$ cat src/sv/eip_pkg.sv
package eip_pkg;

   // frame layout and header checks
   localparam logic [15:0] ETHERTYPE_IPV4 = 16'h0800;
   localparam logic [7:0]  IHL_MASK       = 8'h0F;
   localparam logic [15:0] ETH_HDR_LEN    = 16'd14;
   localparam logic [15:0] MIN_IPV4_FRAME = 16'd34;
   localparam logic [5:0]  MIN_IP_HDR     = 6'd20;
   localparam logic [15:0] BYTE_INDEX_MAX = 16'hFFFF;

   // byte positions inside the frame
   localparam logic [15:0] POS_ETYPE_HI = 16'd12;
   localparam logic [15:0] POS_ETYPE_LO = 16'd13;
   localparam logic [15:0] POS_IHL      = 16'd14;
   localparam logic [15:0] POS_TLEN_HI  = 16'd16;
   localparam logic [15:0] POS_TLEN_LO  = 16'd17;
   localparam logic [15:0] POS_PROTO    = 16'd23;
   localparam logic [15:0] POS_SRC_LO   = 16'd26;
   localparam logic [15:0] POS_SRC_HI   = 16'd29;
   localparam logic [15:0] POS_DST_LO   = 16'd30;
   localparam logic [15:0] POS_DST_HI   = 16'd33;

   // protocol numbers and classes
   localparam logic [7:0] PROTO_ICMP = 8'd1;
   localparam logic [7:0] PROTO_TCP  = 8'd6;
   localparam logic [7:0] PROTO_UDP  = 8'd17;
   localparam logic [1:0] CLASS_OTHER = 2'd0;
   localparam logic [1:0] CLASS_TCP   = 2'd1;
   localparam logic [1:0] CLASS_UDP   = 2'd2;
   localparam logic [1:0] CLASS_ICMP  = 2'd3;

   localparam int DEFAULT_QUEUE_DEPTH = 2;

   typedef struct packed {
      logic [7:0] byte_value;
      logic       last_byte;
   } req_type;

   typedef struct packed {
      logic        is_ipv4;
      logic [31:0] source_address;
      logic [31:0] dest_address;
      logic [7:0]  ip_protocol;
      logic [1:0]  proto_class;
      logic [15:0] payload_bytes;
      logic [15:0] source_port;
      logic [15:0] dest_port;
      logic        ports_valid;
      logic [15:0] frame_bytes;
      logic [31:0] ipv4_total;
      logic [31:0] other_total;
   } rsp_type;

   // captured header of one finished frame
   typedef struct packed {
      logic [15:0] frame_len;
      logic [15:0] ether_type;
      logic [3:0]  header_words;
      logic [15:0] ip_len;
      logic [7:0]  proto;
      logic [31:0] src_addr;
      logic [31:0] dst_addr;
      logic [15:0] l4_src;
      logic [15:0] l4_dst;
   } rec_type;

   // queue handshake between front and back
   typedef struct packed {
      logic full;
      logic not_empty;
   } q_status_type;

endpackage

$ cat src/sv/eip_front.sv
module eip_front
   import eip_pkg::*;
(
   input  logic    clock,
   input  logic    reset,
   input  logic    req_valid,
   output logic    req_ready,
   input  req_type req_data,
   input  logic    q_full,
   output logic    push,
   output rec_type push_data
);

   logic [15:0] byte_index_ff, byte_index_in;
   rec_type     hdr_ff, hdr_in;
   rec_type     cap;
   logic        accept;
   logic [15:0] base;
   logic [7:0]  b;

   assign req_ready = !q_full;
   assign accept    = req_valid && req_ready;
   assign b         = req_data.byte_value;
   assign base      = ETH_HDR_LEN + {10'd0, hdr_ff.header_words, 2'b00};

   // capture this beat into the header fields
   always_comb begin
      cap           = hdr_ff;
      byte_index_in = byte_index_ff;
      cap.frame_len = byte_index_ff;
      if (byte_index_ff != BYTE_INDEX_MAX) begin
         byte_index_in = byte_index_ff + 16'd1;
         cap.frame_len = byte_index_in;
         if (byte_index_ff == POS_ETYPE_HI) begin
            cap.ether_type[15:8] = b;
         end else if (byte_index_ff == POS_ETYPE_LO) begin
            cap.ether_type[7:0] = b;
         end else if (byte_index_ff == POS_IHL) begin
            cap.header_words = b[3:0] & IHL_MASK[3:0];
         end else if (byte_index_ff == POS_TLEN_HI) begin
            cap.ip_len[15:8] = b;
         end else if (byte_index_ff == POS_TLEN_LO) begin
            cap.ip_len[7:0] = b;
         end else if (byte_index_ff == POS_PROTO) begin
            cap.proto = b;
         end else if (byte_index_ff >= POS_SRC_LO && byte_index_ff <= POS_SRC_HI) begin
            cap.src_addr = {hdr_ff.src_addr[23:0], b};
         end else if (byte_index_ff >= POS_DST_LO && byte_index_ff <= POS_DST_HI) begin
            cap.dst_addr = {hdr_ff.dst_addr[23:0], b};
         end
         // port window starts after the ip header, never inside it
         if (byte_index_ff >= MIN_IPV4_FRAME) begin
            if (byte_index_ff == base) begin
               cap.l4_src[15:8] = b;
            end else if (byte_index_ff == base + 16'd1) begin
               cap.l4_src[7:0] = b;
            end else if (byte_index_ff == base + 16'd2) begin
               cap.l4_dst[15:8] = b;
            end else if (byte_index_ff == base + 16'd3) begin
               cap.l4_dst[7:0] = b;
            end
         end
      end
   end

   // hand the frame to the queue on its last beat and start over
   always_comb begin
      push      = accept && req_data.last_byte;
      push_data = cap;
      hdr_in    = hdr_ff;
      if (accept) begin
         hdr_in = cap;
         if (req_data.last_byte) begin
            hdr_in = '0;
         end
      end
   end

   always_ff @(posedge clock) begin
      if (reset) begin
         byte_index_ff <= '0;
         hdr_ff        <= '0;
      end else if (accept) begin
         byte_index_ff <= req_data.last_byte ? 16'd0 : byte_index_in;
         hdr_ff        <= hdr_in;
      end
   end

endmodule

$ cat src/sv/eip_queue.sv
module eip_queue
   import eip_pkg::*;
#(
   parameter int QUEUE_DEPTH = DEFAULT_QUEUE_DEPTH
)(
   input  logic         clock,
   input  logic         reset,
   input  logic         push,
   input  rec_type      push_data,
   input  logic         pop,
   output rec_type      pop_data,
   output q_status_type status
);

   localparam int PW = (QUEUE_DEPTH > 1) ? $clog2(QUEUE_DEPTH) : 1;
   localparam int CW = $clog2(QUEUE_DEPTH + 1);
   localparam logic [PW-1:0] LAST_PTR = PW'(QUEUE_DEPTH - 1);
   localparam logic [CW-1:0] FULL_CNT = CW'(QUEUE_DEPTH);

   rec_type       mem_ff [QUEUE_DEPTH];
   logic [PW-1:0] wr_ptr_ff, wr_ptr_in;
   logic [PW-1:0] rd_ptr_ff, rd_ptr_in;
   logic [CW-1:0] count_ff, count_in;
   logic          do_push, do_pop;

   assign status.full      = (count_ff == FULL_CNT);
   assign status.not_empty = (count_ff != '0);
   assign do_push  = push && !status.full;
   assign do_pop   = pop && status.not_empty;
   assign pop_data = mem_ff[rd_ptr_ff];

   // pointer and fill bookkeeping
   always_comb begin
      wr_ptr_in = wr_ptr_ff;
      rd_ptr_in = rd_ptr_ff;
      count_in  = count_ff;
      if (do_push) begin
         wr_ptr_in = (wr_ptr_ff == LAST_PTR) ? '0 : wr_ptr_ff + 1'b1;
      end
      if (do_pop) begin
         rd_ptr_in = (rd_ptr_ff == LAST_PTR) ? '0 : rd_ptr_ff + 1'b1;
      end
      if (do_push && !do_pop) begin
         count_in = count_ff + 1'b1;
      end else if (do_pop && !do_push) begin
         count_in = count_ff - 1'b1;
      end
   end

   always_ff @(posedge clock) begin
      if (reset) begin
         wr_ptr_ff <= '0;
         rd_ptr_ff <= '0;
         count_ff  <= '0;
      end else begin
         wr_ptr_ff <= wr_ptr_in;
         rd_ptr_ff <= rd_ptr_in;
         count_ff  <= count_in;
      end
   end

   // entry storage
   always_ff @(posedge clock) begin
      if (do_push) begin
         mem_ff[wr_ptr_ff] <= push_data;
      end
   end

endmodule

$ cat src/sv/eip_back.sv
module eip_back
   import eip_pkg::*;
(
   input  logic         clock,
   input  logic         reset,
   input  q_status_type status,
   input  rec_type      rec,
   output logic         pop,
   output logic         rsp_valid,
   input  logic         rsp_ready,
   output rsp_type      rsp_data
);

   logic        rsp_valid_ff;
   rsp_type     rsp_ff, rsp_in;
   logic [31:0] ipv4_cnt_ff, ipv4_cnt_in;
   logic [31:0] other_cnt_ff, other_cnt_in;
   logic [5:0]  hl;
   logic [15:0] hdr_end;
   logic        valid;
   logic        tcpudp;
   logic        ports_here;
   logic [1:0]  cls;

   assign rsp_valid = rsp_valid_ff;
   assign rsp_data  = rsp_ff;
   assign pop       = status.not_empty && (!rsp_valid_ff || rsp_ready);

   // header checks
   assign hl         = {rec.header_words, 2'b00};
   assign hdr_end    = ETH_HDR_LEN + {10'd0, hl};
   assign valid      = rec.frame_len >= ETH_HDR_LEN && rec.ether_type == ETHERTYPE_IPV4 &&
                       rec.frame_len >= MIN_IPV4_FRAME && hl >= MIN_IP_HDR &&
                       rec.frame_len >= hdr_end;
   assign ports_here = rec.frame_len >= hdr_end + 16'd4;

   // protocol class
   always_comb begin
      case (rec.proto)
         PROTO_TCP: begin
            cls    = CLASS_TCP;
            tcpudp = 1'b1;
         end
         PROTO_UDP: begin
            cls    = CLASS_UDP;
            tcpudp = 1'b1;
         end
         PROTO_ICMP: begin
            cls    = CLASS_ICMP;
            tcpudp = 1'b0;
         end
         default: begin
            cls    = CLASS_OTHER;
            tcpudp = 1'b0;
         end
      endcase
   end

   // result assembly and running totals
   always_comb begin
      ipv4_cnt_in  = ipv4_cnt_ff;
      other_cnt_in = other_cnt_ff;
      rsp_in       = '0;
      if (valid) begin
         ipv4_cnt_in           = ipv4_cnt_ff + 32'd1;
         rsp_in.is_ipv4        = 1'b1;
         rsp_in.source_address = rec.src_addr;
         rsp_in.dest_address   = rec.dst_addr;
         rsp_in.ip_protocol    = rec.proto;
         rsp_in.proto_class    = cls;
         rsp_in.payload_bytes  = (rec.ip_len >= {10'd0, hl}) ?
                                 rec.ip_len - {10'd0, hl} : 16'd0;
         if (tcpudp && ports_here) begin
            rsp_in.source_port = rec.l4_src;
            rsp_in.dest_port   = rec.l4_dst;
            rsp_in.ports_valid = (rec.l4_src != 16'd0) && (rec.l4_dst != 16'd0);
         end
      end else begin
         other_cnt_in = other_cnt_ff + 32'd1;
      end
      rsp_in.frame_bytes = rec.frame_len;
      rsp_in.ipv4_total  = ipv4_cnt_in;
      rsp_in.other_total = other_cnt_in;
   end

   always_ff @(posedge clock) begin
      if (reset) begin
         rsp_valid_ff <= 1'b0;
         ipv4_cnt_ff  <= '0;
         other_cnt_ff <= '0;
      end else begin
         if (pop) begin
            rsp_valid_ff <= 1'b1;
            ipv4_cnt_ff  <= ipv4_cnt_in;
            other_cnt_ff <= other_cnt_in;
         end else if (rsp_ready) begin
            rsp_valid_ff <= 1'b0;
         end
      end
   end

   // output beat register
   always_ff @(posedge clock) begin
      if (pop) begin
         rsp_ff <= rsp_in;
      end
   end

endmodule

$ cat src/sv/ethernet_ipv4_header_parser.sv
// Ethernet/IPv4 header parser. Frame bytes enter one per beat on req_ (byte_value with
// last_byte on the final byte) and the block takes one byte every cycle while the queue
// is not full. The front part captures the header fields as the bytes stream by; on the
// last byte it pushes the captured header into a small queue (QUEUE_DEPTH entries) and
// starts over for the next frame. The back part checks the header, classifies the protocol,
// updates the running totals and, on popping the queue, places one result beat in an output
// register; frames stay queued while earlier results still wait on rsp_. req_ready drops
// only while the queue is full, that is when results are not taken on rsp_ and frames keep
// ending; a result waiting in the output register does not stop bytes from coming in.
module ethernet_ipv4_header_parser
   import eip_pkg::*;
#(
   parameter int QUEUE_DEPTH = DEFAULT_QUEUE_DEPTH
)(
   input  logic    clock,
   input  logic    reset,
   input  logic    req_valid,
   output logic    req_ready,
   input  req_type req_data,
   output logic    rsp_valid,
   input  logic    rsp_ready,
   output rsp_type rsp_data
);

   logic         push;
   logic         pop;
   rec_type      push_data;
   rec_type      pop_data;
   q_status_type q_status;

   // byte capture
   eip_front u_front (
      .clock     (clock),
      .reset     (reset),
      .req_valid (req_valid),
      .req_ready (req_ready),
      .req_data  (req_data),
      .q_full    (q_status.full),
      .push      (push),
      .push_data (push_data)
   );

   // finished frames waiting for the back part
   eip_queue #(
      .QUEUE_DEPTH (QUEUE_DEPTH)
   ) u_queue (
      .clock     (clock),
      .reset     (reset),
      .push      (push),
      .push_data (push_data),
      .pop       (pop),
      .pop_data  (pop_data),
      .status    (q_status)
   );

   // checks, totals and result beat
   eip_back u_back (
      .clock     (clock),
      .reset     (reset),
      .status    (q_status),
      .rec       (pop_data),
      .pop       (pop),
      .rsp_valid (rsp_valid),
      .rsp_ready (rsp_ready),
      .rsp_data  (rsp_data)
   );

   // rejected frames carry only length and totals
   assert property (@(posedge clock) disable iff (reset)
      rsp_valid && !rsp_data.is_ipv4 |->
         rsp_data.source_address == 32'd0 && rsp_data.payload_bytes == 16'd0 &&
         !rsp_data.ports_valid)
   else $error("rejected frame carries header fields");

   // valid ports only for tcp or udp with nonzero ports
   assert property (@(posedge clock) disable iff (reset)
      rsp_valid && rsp_data.ports_valid |->
         rsp_data.is_ipv4 &&
         (rsp_data.proto_class == CLASS_TCP || rsp_data.proto_class == CLASS_UDP) &&
         rsp_data.source_port != 16'd0 && rsp_data.dest_port != 16'd0)
   else $error("ports_valid without tcp or udp ports");

   // each new beat right after a taken one advances the totals by exactly one frame
   assert property (@(posedge clock) disable iff (reset)
      $past(!reset) && $past(rsp_valid && rsp_ready) && rsp_valid |->
         32'(rsp_data.ipv4_total + rsp_data.other_total) ==
         32'($past(rsp_data.ipv4_total + rsp_data.other_total) + 32'd1))
   else $error("running totals skipped or repeated a frame");

   // a stalled result beat holds
   assert property (@(posedge clock) disable iff (reset)
      $past(!reset) && $past(rsp_valid && !rsp_ready) |-> rsp_valid && $stable(rsp_data))
   else $error("result beat changed while stalled");

endmodule
$ cat config.mk
export PLATFORM = sky130hd
export DESIGN_NAME = ethernet_ipv4_header_parser
export DESIGN_NICKNAME = d
export VERILOG_FILES = /design/src/sv/eip_pkg.sv /design/src/sv/eip_front.sv /design/src/sv/eip_queue.sv /design/src/sv/eip_back.sv /design/src/sv/ethernet_ipv4_header_parser.sv
export SDC_FILE = /design/constraint.sdc
export NUM_CORES = 1
export LEC_CHECK = 0
export CAP_MARGIN = 20
export CORE_MARGIN = 1
export CORE_UTILIZATION = 55
export CTS_BUF_LIST = sky130_fd_sc_hd__clkbuf_8 sky130_fd_sc_hd__clkbuf_16
export CTS_CLUSTER_DIAMETER = 200
export DETAILED_ROUTE_END_ITERATION = 10
export DONT_BUFFER_PORTS = 1
export HOLD_SLACK_MARGIN = 0.08
export PLACE_DENSITY = 0.7
export RECOVER_POWER = 100
export SYNTH_ARGS = -nofsm -noshare
export SYNTH_HDL_FRONTEND = slang
export SYNTH_SLANG_ARGS = --single-unit
$ cat constraint.sdc
create_clock -name clock -period 10.3 [get_ports clock]
set_input_delay 1.03 -clock clock [delete_from_list [all_inputs] [get_ports clock]]
set_output_delay 1.03 -clock clock [all_outputs]
set_load 0.02 [all_outputs]
== Word level (Yosys, flattened, before mapping) ==
Memories as Yosys holds them, arrays and structs flattened. A register that Yosys moved wholly into a read port is not among the register bits.
Cells that the tools add are included.

* Order comparisons: 11
* Add/sub/neg operators: 14
* Equality and inequality tests: 16
* Reduce and logical (&&, ||, !) cells: 30
* Muxes and demuxes: 44

{| class="wikitable"
|+ Operator list
! kind !! count
|-
| $mux W32 || 6
|-
| $mux W156 || 1
|-
| $mux W140 || 1
|-
| $mux W124 || 1
|-
| $mux W100 || 1
|-
| $mux W92 || 1
|-
| $mux W88 || 1
|-
| $mux W8 || 10
|-
| $mux W80 || 1
|-
| $mux W72 || 1
|-
| $add A32 B1 Y32 const B || 2
|-
| $eq A16 B16 Y1 || 4
|-
| $mux W16 || 4
|-
| $mux W64 || 1
|-
| $eq A16 B4 Y1 const B || 3
|-
| $eq A16 B5 Y1 const B || 3
|-
| $mux W33 || 1
|-
| $add A16 B1 Y16 const B || 2
|-
| $add A16 B2 Y16 const B || 2
|-
| $ge A16 B16 Y1 || 2
|-
| $ge A16 B5 Y1 const B || 2
|-
| $ge A16 B6 Y1 const B || 2
|-
| $reduce_bool A16 Y1 || 2
|-
| $mux W24 || 1
|-
| 27 further kinds || 60
|}

* Word-level logic and storage cells: 143
* Memories: 1
* Input bits: 13
* Output and inout bits: 206
* Register bits after elaboration: 429
* RAM bits: 312

{| class="wikitable"
|+ Memory list
! memory !! words !! width !! rd ports !! clocked after memory_dff !! write ports !! line !! RTL
|-
| u_queue.mem_ff || 2 || 156 || 1 || 1 || 1 || eip_queue.sv:20 || <nowiki>rec_type mem_ff [QUEUE_DEPTH];</nowiki>
|}

== Logic depth before layout (Yosys ltp) ==
Gate-level depths: netlist of run 1.

* Depth after elaboration: 12
* Gate-level depth with buffers: 18
* Mapped depth without buffers: 12

== Hierarchy ==
From an unflattened synthesis of run 1, not the netlist that was laid out.

* Cell total of the unflattened synthesis: 2,612
* Area total of the unflattened synthesis: 32,558.7 µm²

{| class="wikitable"
|+ By module, submodules not included
! module !! seq. area each (µm²) !! instances !! area each (µm²) !! cells each
|-
| eip_back || 7,427.1 || 1 || 12,378.1 || 1,027
|-
| eip_queue || 9,469.1 || 1 || 11,523.6 || 510
|-
| eip_front || 3,123.0 || 1 || 8,657.1 || 1,075
|}

== Least setup slack after synthesis of run 1 ==
No wires, ideal clock.

* Path type: input to register
* Start: input port req_data[0] (netlist name)
* End: memory u_queue.mem_ff[0][0] (netlist name) (enable)
* Data arrival time: 8.210 ns
* Data required time: 9.626 ns
* Cell stages on the path: 4
* Path slack: 1.416 ns
* Buffers on the path: 2
* Setup time: 0.674 ns
* Cell sequence: clkbuf_1 > buf_1 > nand2_1 > nor2_1

* Longest elaborated chain between the ends: 4

{| class="wikitable"
|+ Ends and longest elaborated chain
! item !! line !! RTL
|-
| from (decl) || ethernet_ipv4_header_parser.sv:19 || <nowiki>input req_type req_data,</nowiki>
|-
| $logic_and A1 B1 Y1 || eip_front.sv:68 || <nowiki>push = accept && req_data.last_byte;</nowiki>
|-
| $logic_and A1 B1 Y1 || eip_queue.sv:28 || <nowiki>assign do_push = push && !status.full;</nowiki>
|-
| $mux W1 || eip_queue.sv:64 || <nowiki>if (do_push) begin</nowiki>
|-
| $mux W1 (not written as such) || eip_queue.sv:65 || <nowiki>mem_ff[wr_ptr_ff] <= push_data;</nowiki>
|-
| to (decl) || eip_queue.sv:20 ||
|}

Every way passes these cells.

==> results of run 1 <==
[final cells by class]
type / count / area, um^2
fill: 4325 / 21900
sequential: 742 / 20000
multi-input combinational: 1523 / 10800
clock buffer: 82 / 2010
tap: 756 / 946
clock inverter: 60 / 564
timing repair buffer: 27 / 146
inverter: 28 / 106
[sequential cells by signal, summed over array words and instances (netlist names), named ones only]
signal and flops:
u_back.ipv4_cnt_ff 32, u_back.other_cnt_ff 32, u_back.rsp_data 204, u_back.rsp_valid 1, u_front.byte_index_ff 16, u_front.hdr_ff 140, u_queue.count_ff 2, u_queue.mem_ff 312
u_queue.rd_ptr_ff 1, u_queue.wr_ptr_ff 1
[through the flow]
stage	std cells	worst slack, ns	hold WS, ns	utilization [%]
final	3218	2.99	0.473	61.2
after global routing	3218	2.37	0.482	61.2
after CTS	3215	4.79	0.474	61.4
after global placement	3073	4.95	0.454	56.9
after floorplan	2453	1.42	0.445	-
after detailed placement	3073	4.79	0.462	56.9
[where the power goes]
part           internal (uW)  total (uW)  switching (uW)
combinational            233         817             584
clock                   1620        2790            1170
sequential              3810        4490             677
[cell families after synthesis]
logic type                 count (synthesis)
adders and majority gates                 29
buffers and inverters                    188
AOI/OAI and AO/OA                        344
muxes                                    306
xor gates and xnor gates                  95
DFF                                      742
and+or+nand+nor                          749
[cells in the final DEF, fill, tap and decap left out, drive strengths merged, types with 20 or more instances in the layout]
| cell | instances |
|---|---|
| dfxtp | 226 |
| nand2 | 117 |
| inv | 46 |
| ha | 28 |
| xor2 | 44 |
| mux2i | 143 |
| nor2b | 21 |
| a22o | 48 |
| or4 | 48 |
| xnor2 | 51 |
| a21oi | 98 |
| nand3b | 27 |
| nor3b | 20 |
| clkinv | 28 |
| o31ai | 48 |
| a22oi | 62 |
| nor3 | 77 |
| edfxtp | 516 |
| nor2 | 225 |
| nand4 | 28 |
| nor4 | 43 |
| clkbuf | 97 |
| mux2 | 163 |
| nand3 | 55 |
| o21ai | 37 |
[routing by layer]
layer  vias to the layer above  wire length, um  GRT usage, %
li1                       9130                -             -
met1                      9619            30600          31.8
met2                       532            31500          36.0
met3                       107             4030          5.03
met4                         0             1700          8.19
met5                         -                0             0
[how the worst max path moves through the flow]
| stage | start | to | slack (ns) | cells past startpoint |
|---|---|---|---|---|
| final | flop | u_back.rsp_data[83]$_SDFFCE_PN0P_ | 2.99 | 12 |
| after global placement | flop | u_back.rsp_data[53]$_DFFE_PP_ | 4.95 | 13 |
| after floorplan | req_data[0] | u_queue.mem_ff[0][0]$_DFFE_PP_ | 1.42 | 4 |
| after detailed placement | flop | u_back.rsp_data[53]$_DFFE_PP_ | 4.79 | 13 |
| after CTS | flop | u_back.rsp_data[53]$_DFFE_PP_ | 4.79 | 13 |
| after global routing | flop | u_back.rsp_data[83]$_SDFFCE_PN0P_ | 2.37 | 12 |
[Yosys cell counts, types with 47 or more instances]
cell type and number:
clkbuf_1 119, nand2_1 117, or4_1 47, edfxtp_1 516, a21oi_1 97, nor3_1 74
mux2_2 163, a22oi_1 62, nor2_1 225, dfxtp_1 226, mux2i_1 143, a22o_1 48
o31ai_1 48, xnor2_1 51, nand3_1 54
==> impl_metrics.py, run 1 <==
metrics = {
    "clock_network": {
        "cts_root_buf": "clkbuf_16",
        "cts_resized": 0,
        "cts_max_level": 3,
        "cts_inserted_buffers": 76,
        "postCtsSetupBuffers": 0,
        "clockBufferDepth": 3,
        "tritoncts": "done",
        "clkSlewWorstSetupHoldPaths_ns": 0.06,
        "clock-sinks": 742,
        "cts_hold_buf": 0,
        "clock_insertion_delay_worst_skew_ns": 0.63,
    },
    "synthesis": {
        "synth_compound_area_share_pct": 7.72,
        "synth.avg_cell_area_um2": 12.9,
        "synth_top_family_by_area": "simple AND/OR/NAND/NOR gates",
        "ys_seq_area_share_pct": 63.5,
        "ys_ff_latch": 742,
        "ys_types": 73,
        "yosys_warnings": 0,
        "ys_top_cells_by_area": "edfxtp_1 (49%), dfxtp_1 (14%), mux2_2 (5.8%)",
        "syn_nets": 2495,
        "synth_top_cell_area_share_pct": 49.1,
        "synth_edf_count": 516,
        "synth_area_mm2": 0.0316,
        "synth_xor_area_share_pct": 2.64,
        "synth_top_cell_by_area": "edfxtp_1",
        "synth-simple-area-share_pct": 12.3,
        "synth_fa_ha_area_share_pct": 1.17,
        "async_flop_share_pct": 0,
        "ys.flop_type": "edfxtp_1",
        "synthMuxAreaShare_pct": 10.4,
        "synthCells": 2453,
    },
    "floorplanning": {
        "core.rowCount": 87,
        "die_h_um": 242,
        "die_w_um": 242,
        "core_area_mm2": 0.0565,
        "dieArea_mm2": 0.0583,
        "start_util_pct": 55.8,
        "io_pins": 219,
    },
    "route": {
        "remaining_drc_errors": 0,
        "routed_wirelength_mm": 67.9,
        "ant_nets": 0,
        "drt_iter0_drc": 1519,
        "dr.pass1.iters": 6,
        "wl_per_cell_um": 21.1,
        "routed-via-count": 19400,
        "viasPerCell": 6.02,
    },
    "timing": {
        "rsz0062_at_grt": "false",
        "fmax_mhz": 137,
        "drv_slew": 674,
        "slew_headroom_pct": -193,
        "fin_crit_sh_pct": 71.0,
        "worst_slew_pin_slew_ns": 4.37,
        "fin_setup_tns_ns": 0,
        "skew_ns": 0.0234,
        "fin_crit_ns": 7.31,
        "hold_viol_final": 0,
        "setup_viol": 0,
    },
    "min_path": {
        "worstHoldPathCells": 1,
        "holdPathEnd": "u_front.hdr_ff[116]$_SDFFE_PP0P_",
        "hold_path.startpoint": "u_front.hdr_ff[116]$_SDFFE_PP0P_",
        "hold_class": "reg -> reg",
    },
    "global_route": {
        "grt_pass1_vias": 18800,
        "overflow": 0,
        "grt_max_degree": 228,
        "grt_pass1_wl_mm": 107,
        "grt_use_total_pct": 23.1,
        "antenna_found_initial": 0,
    },
    "critical_path": {
        "reg2reg_setup_slack_ns": 2.99,
        "reg2reg_to": "u_back.rsp_data[83]$_SDFFCE_PN0P_",
        "arrival_ns": 7.60,
        "cp_max_fo": 81,
        "end_kind": "flop",
        "path_delay_family": "flip-flops",
        "required_ns": 10.59,
        "cp_slowest_cell": "dfxtp_1",
        "cp_num_buf_inv": 2,
        "critPathLaunchType": "flop",
        "crit_type": "reg -> reg",
        "crit_path_max_incr_delay_ns": 1.98,
        "cp_common_cell": "ha_1",
        "path_cells": "mux2i_1 > ha_1 > nand2b_1 > ha_1 > a21oi_1 > nand2_1 > o32ai_1 > o2bb2ai_4 > buf_4 > a311o_1 > clkbuf_1 > nor3_1",
        "reg2regPathDepth": 12,
    },
    "pwr": {
        "vdd_drop_max_mv": 0.174,
        "total_power_uw": 8100,
        "p_per_area_mw_per_mm2": 234,
        "power.leakage_uw": 0.0121,
    },
    "cells_and_area": {
        "drive_above_1_share_pct": 8.25,
        "nNetsFinal": 2440,
        "area_growth_pct": 9.51,
        "fin_area_mm2": 0.0345,
        "antennaDiodeCount": 0,
    },
    "placed_design": {
        "place.port_buffers": 0,
        "placed_cell_area_mm2": 0.0321,
        "hpwl_mm": 41.8,
        "gp_congestion": 0.860,
    },
    "run": {
        "maxCapViolCount": 14,
    },
    "run_status": {
        "outcome": "finished, violations left",
        "violations": "capacitance limit, slew limit",
    },
}
Power figures use the tool's default switching activity.
==> run 2: changes to the inputs <==
--- a/config.mk
+++ b/config.mk
@@ -5,6 +5,7 @@
 export SDC_FILE = /design/constraint.sdc
 export NUM_CORES = 1
 export LEC_CHECK = 0
+export ABC_AREA = 1
 export CAP_MARGIN = 20
 export CORE_MARGIN = 1
 export CORE_UTILIZATION = 55
@@ -13,7 +14,7 @@
 export DETAILED_ROUTE_END_ITERATION = 10
 export DONT_BUFFER_PORTS = 1
 export HOLD_SLACK_MARGIN = 0.08
-export PLACE_DENSITY = 0.7
+export PLACE_DENSITY = 0.73
 export RECOVER_POWER = 100
 export SYNTH_ARGS = -nofsm -noshare
 export SYNTH_HDL_FRONTEND = slang
==> constraint.sdc (replaced) <==
create_clock -name clock -period 6.33 [get_ports clock]
set_input_delay 0.633 -clock clock [delete_from_list [all_inputs] [get_ports clock]]
set_output_delay 0.633 -clock clock [all_outputs]
set_load 0.02 [all_outputs]
==> run 2 against run 1 <==
The run still ends with capacitance limit, slew limit left; cell count is 30% higher; worst setup slack worse by 2.1 ns; worst hold slack worse by 0.27 ns; die area is 3.1% higher; critical path depth is 1 higher; register-to-register slack worse by 2.1 ns; sequential share of layout area is 1.3 points lower; utilization is 0.23 points lower; largest cell class unchanged; largest power group unchanged; highest routed layer unchanged.
==> impl_metrics.py, run 2 <==
metrics = {
    "pwr": {
        "vdd_drop_max_mv": 0.402,
        "power.leakage_uw": 0.0136,
        "p_per_area_mw_per_mm2": 428,
    },
    "synthesis": {
        "synth_top_cell_area_share_pct": 47.6,
        "synth_area_mm2": 0.0325,
        "yosys-top-cells-count": "nand2_1 (1079), edfxtp_1 (516), a21oi_1 (305)",
        "synth_edf_count": 516,
        "ys_types": 55,
        "ys_seq_area_share_pct": 61.5,
        "synth.avg_cell_area_um2": 9.53,
        "ys_top_cells_by_area": "edfxtp_1 (48%), dfxtp_1 (14%), nand2_1 (12%)",
        "yosys_warnings": 0,
        "synth_most_common_cell": "nand2_1",
        "ys.flop_type": "edfxtp_1",
        "async_flop_share_pct": 0,
        "synth_top_cell_by_area": "edfxtp_1",
        "syn_nets": 3455,
        "synthCells": 3413,
        "ys_ff_latch": 742,
    },
    "route": {
        "wl_per_cell_um": 19.4,
        "routed-via-count": 23900,
        "remaining_drc_errors": 0,
        "viasPerCell": 5.69,
        "drt_iter0_drc": 2008,
        "dr.pass1.iters": 7,
        "ant_nets": 0,
        "routed_wirelength_mm": 81.4,
    },
    "cells_and_area": {
        "fillers": 4639,
        "area_growth_pct": 8.64,
        "mostFrequentLayoutCell": "nand2_1",
        "post-route-util_pct": 60.9,
        "top_register": "u_queue.mem_ff",
        "largest_reg_flops": 312,
        "drive_above_1_share_pct": 5.75,
        "fin_area_mm2": 0.0354,
        "nNetsFinal": 3404,
        "final_cell_mix": "nand2_1 (1086), edfxtp_1 (516), a21oi_1 (305)",
    },
    "floorplanning": {
        "die_h_um": 245,
        "core_area_mm2": 0.0580,
        "core.rowCount": 88,
        "io_pins": 219,
        "die_w_um": 245,
        "dieArea_mm2": 0.0601,
        "start_util_pct": 56.1,
    },
    "timing": {
        "fin_crit_ns": 5.41,
        "rsz0062_at_grt": "false",
        "slew_headroom_pct": -168,
        "hold_viol_final": 0,
        "skew_ns": 0.0213,
        "drv_slew": 412,
        "fin_crit_sh_pct": 85.5,
        "fmax_mhz": 185,
        "worst_slew_pin_slew_ns": 4.02,
        "setup_viol": 0,
    },
    "placed_design": {
        "placed_cell_area_mm2": 0.0330,
        "place.port_buffers": 0,
        "gp_congestion": 0.904,
        "hpwl_mm": 50.2,
    },
    "global_route": {
        "grt_use_total_pct": 26.9,
        "overflow": 0,
        "grt_pass1_wl_mm": 127,
        "grt_pass1_vias": 23000,
        "grt_max_degree": 212,
        "antenna_found_initial": 0,
    },
    "clock_network": {
        "clkSlewWorstSetupHoldPaths_ns": 0.07,
        "cts_max_level": 3,
        "clock_insertion_delay_worst_skew_ns": 0.62,
        "clockBufferDepth": 3,
        "cts_root_buf": "clkbuf_16",
        "tritoncts": "done",
        "clock-sinks": 742,
        "cts_inserted_buffers": 77,
        "cts_resized": 0,
    },
    "critical_path": {
        "cp_max_fo": 64,
        "crit_type": "reg -> reg",
        "critPathLaunchType": "flop",
        "arrival_ns": 5.94,
        "required_ns": 6.86,
        "end_kind": "flop",
    },
    "run_status": {
        "outcome": "finished, violations left",
        "violations": "capacitance limit, slew limit",
    },
    "run": {
        "maxCapViolCount": 6,
    },
    "min_path": {
        "hold_class": "in -> reg",
    },
}
-- run 2: path summary, 6_finish.rpt --
check / endpoint / from / cells past startpoint / slack [ns]
setup / recovery: u_front.hdr_ff[57]$_SDFFE_PP0P_ / u_front.byte_index_ff[6]$_SDFFE_PP0P_ / 13 / 0.92
hold / removal: u_back.ipv4_cnt_ff[15]$_SDFFE_PP0P_ / reset / 3 / 0.20
setup reg to reg: u_front.hdr_ff[57]$_SDFFE_PP0P_ / u_front.byte_index_ff[6]$_SDFFE_PP0P_ / 13 / 0.92
hold reg to reg: u_front.hdr_ff[21]$_SDFFE_PP0P_ / u_front.hdr_ff[21]$_SDFFE_PP0P_ / 2 / 0.46
-- run 2: stage by stage --
stage / std cells / hold slack (ns) / setup TNS (ns) / worst slack [ns] / total power [uW]
6_report: 4192 / 0.199 / 0 / 0.920 / 15100
3_5_place_dp: 4046 / 0.456 / 0 / 1.52 / 10600
2_1_floorplan: 3413 / 0.425 / -564.18 / -1.81 / 9690
4_1_cts: 4190 / 0.116 / 0 / 1.50 / 15200
3_3_place_gp: 4046 / 0.436 / 0 / 1.67 / 10500
5_1_grt: 4191 / 0.166 / 0 / 0.527 / 15800
-- run 2: where the power goes --
part | internal [uW] | leakage, uW | switching (uW) | total [uW]
logic | 736 | 0.00546 | 2070 | 2810
registers | 6390 | 0.00680 | 1310 | 7700
clock network | 2740 | 0.00135 | 1880 | 4620
total | 9870 | 0.0136 | 5250 | 15100
-- run 2: cell families (layout without fill, tap and decap cells) --
kind of cell    count (synthesis)  after routing  synth area share (%)
buf+inv                       438            451                  5.64
fa+ha+maj                      29             29                  1.14
flops                         742            742                  61.5
simple gates                 1665           1665                  21.9
other cells                     0              1                     0
compound gates                475            475                  7.92
xor+xnor                       32             32                 0.861
mux                            32             32                 0.996
-- run 2: layout make-up --
class	count	area [um^2]	share of cell area, %
antenna	1	2.50	0.00708
clock buffer	88	2100	5.94
clock inverter	55	499	1.41
inverter	287	1080	3.05
multi-input combinational	2233	10500	29.7
sequential	742	20000	56.6
tap	765	957	2.71
timing repair buffer	21	174	0.492
-- run 2: what timing repair did --
action                                  4_1_cts  5_1_grt
hold buffers                                  1        0
endpoints found under the hold margin         1        0
endpoints found under the setup margin        0        0
buffers inserted                              0        0
-- run 2: critical path, stage by stage (launching register included) --
cell and delay [ns]:
dfxtp_1 0.38, nor2_1 0.22, nand2_1 0.15, nor2_2 0.17, nand2_1 0.11, o21ai_1 0.12, o21ai_0 0.10, clkbuf_1 0.58
nand2_2 0.23, clkbuf_1 2.23, nand3_1 0.45, nand2_1 0.31, nand2_1 0.10, a21oi_1 0.16
-- run 2: routing by layer --
| metal | track usage, % | wire length, um |
|---|---|---|
| met2 | 44.8 | 39600 |
| met3 | 4.69 | 6380 |
| met4 | 9.78 | 2480 |
| met1 | 35.4 | 33000 |
| met5 | 0 | 0 |
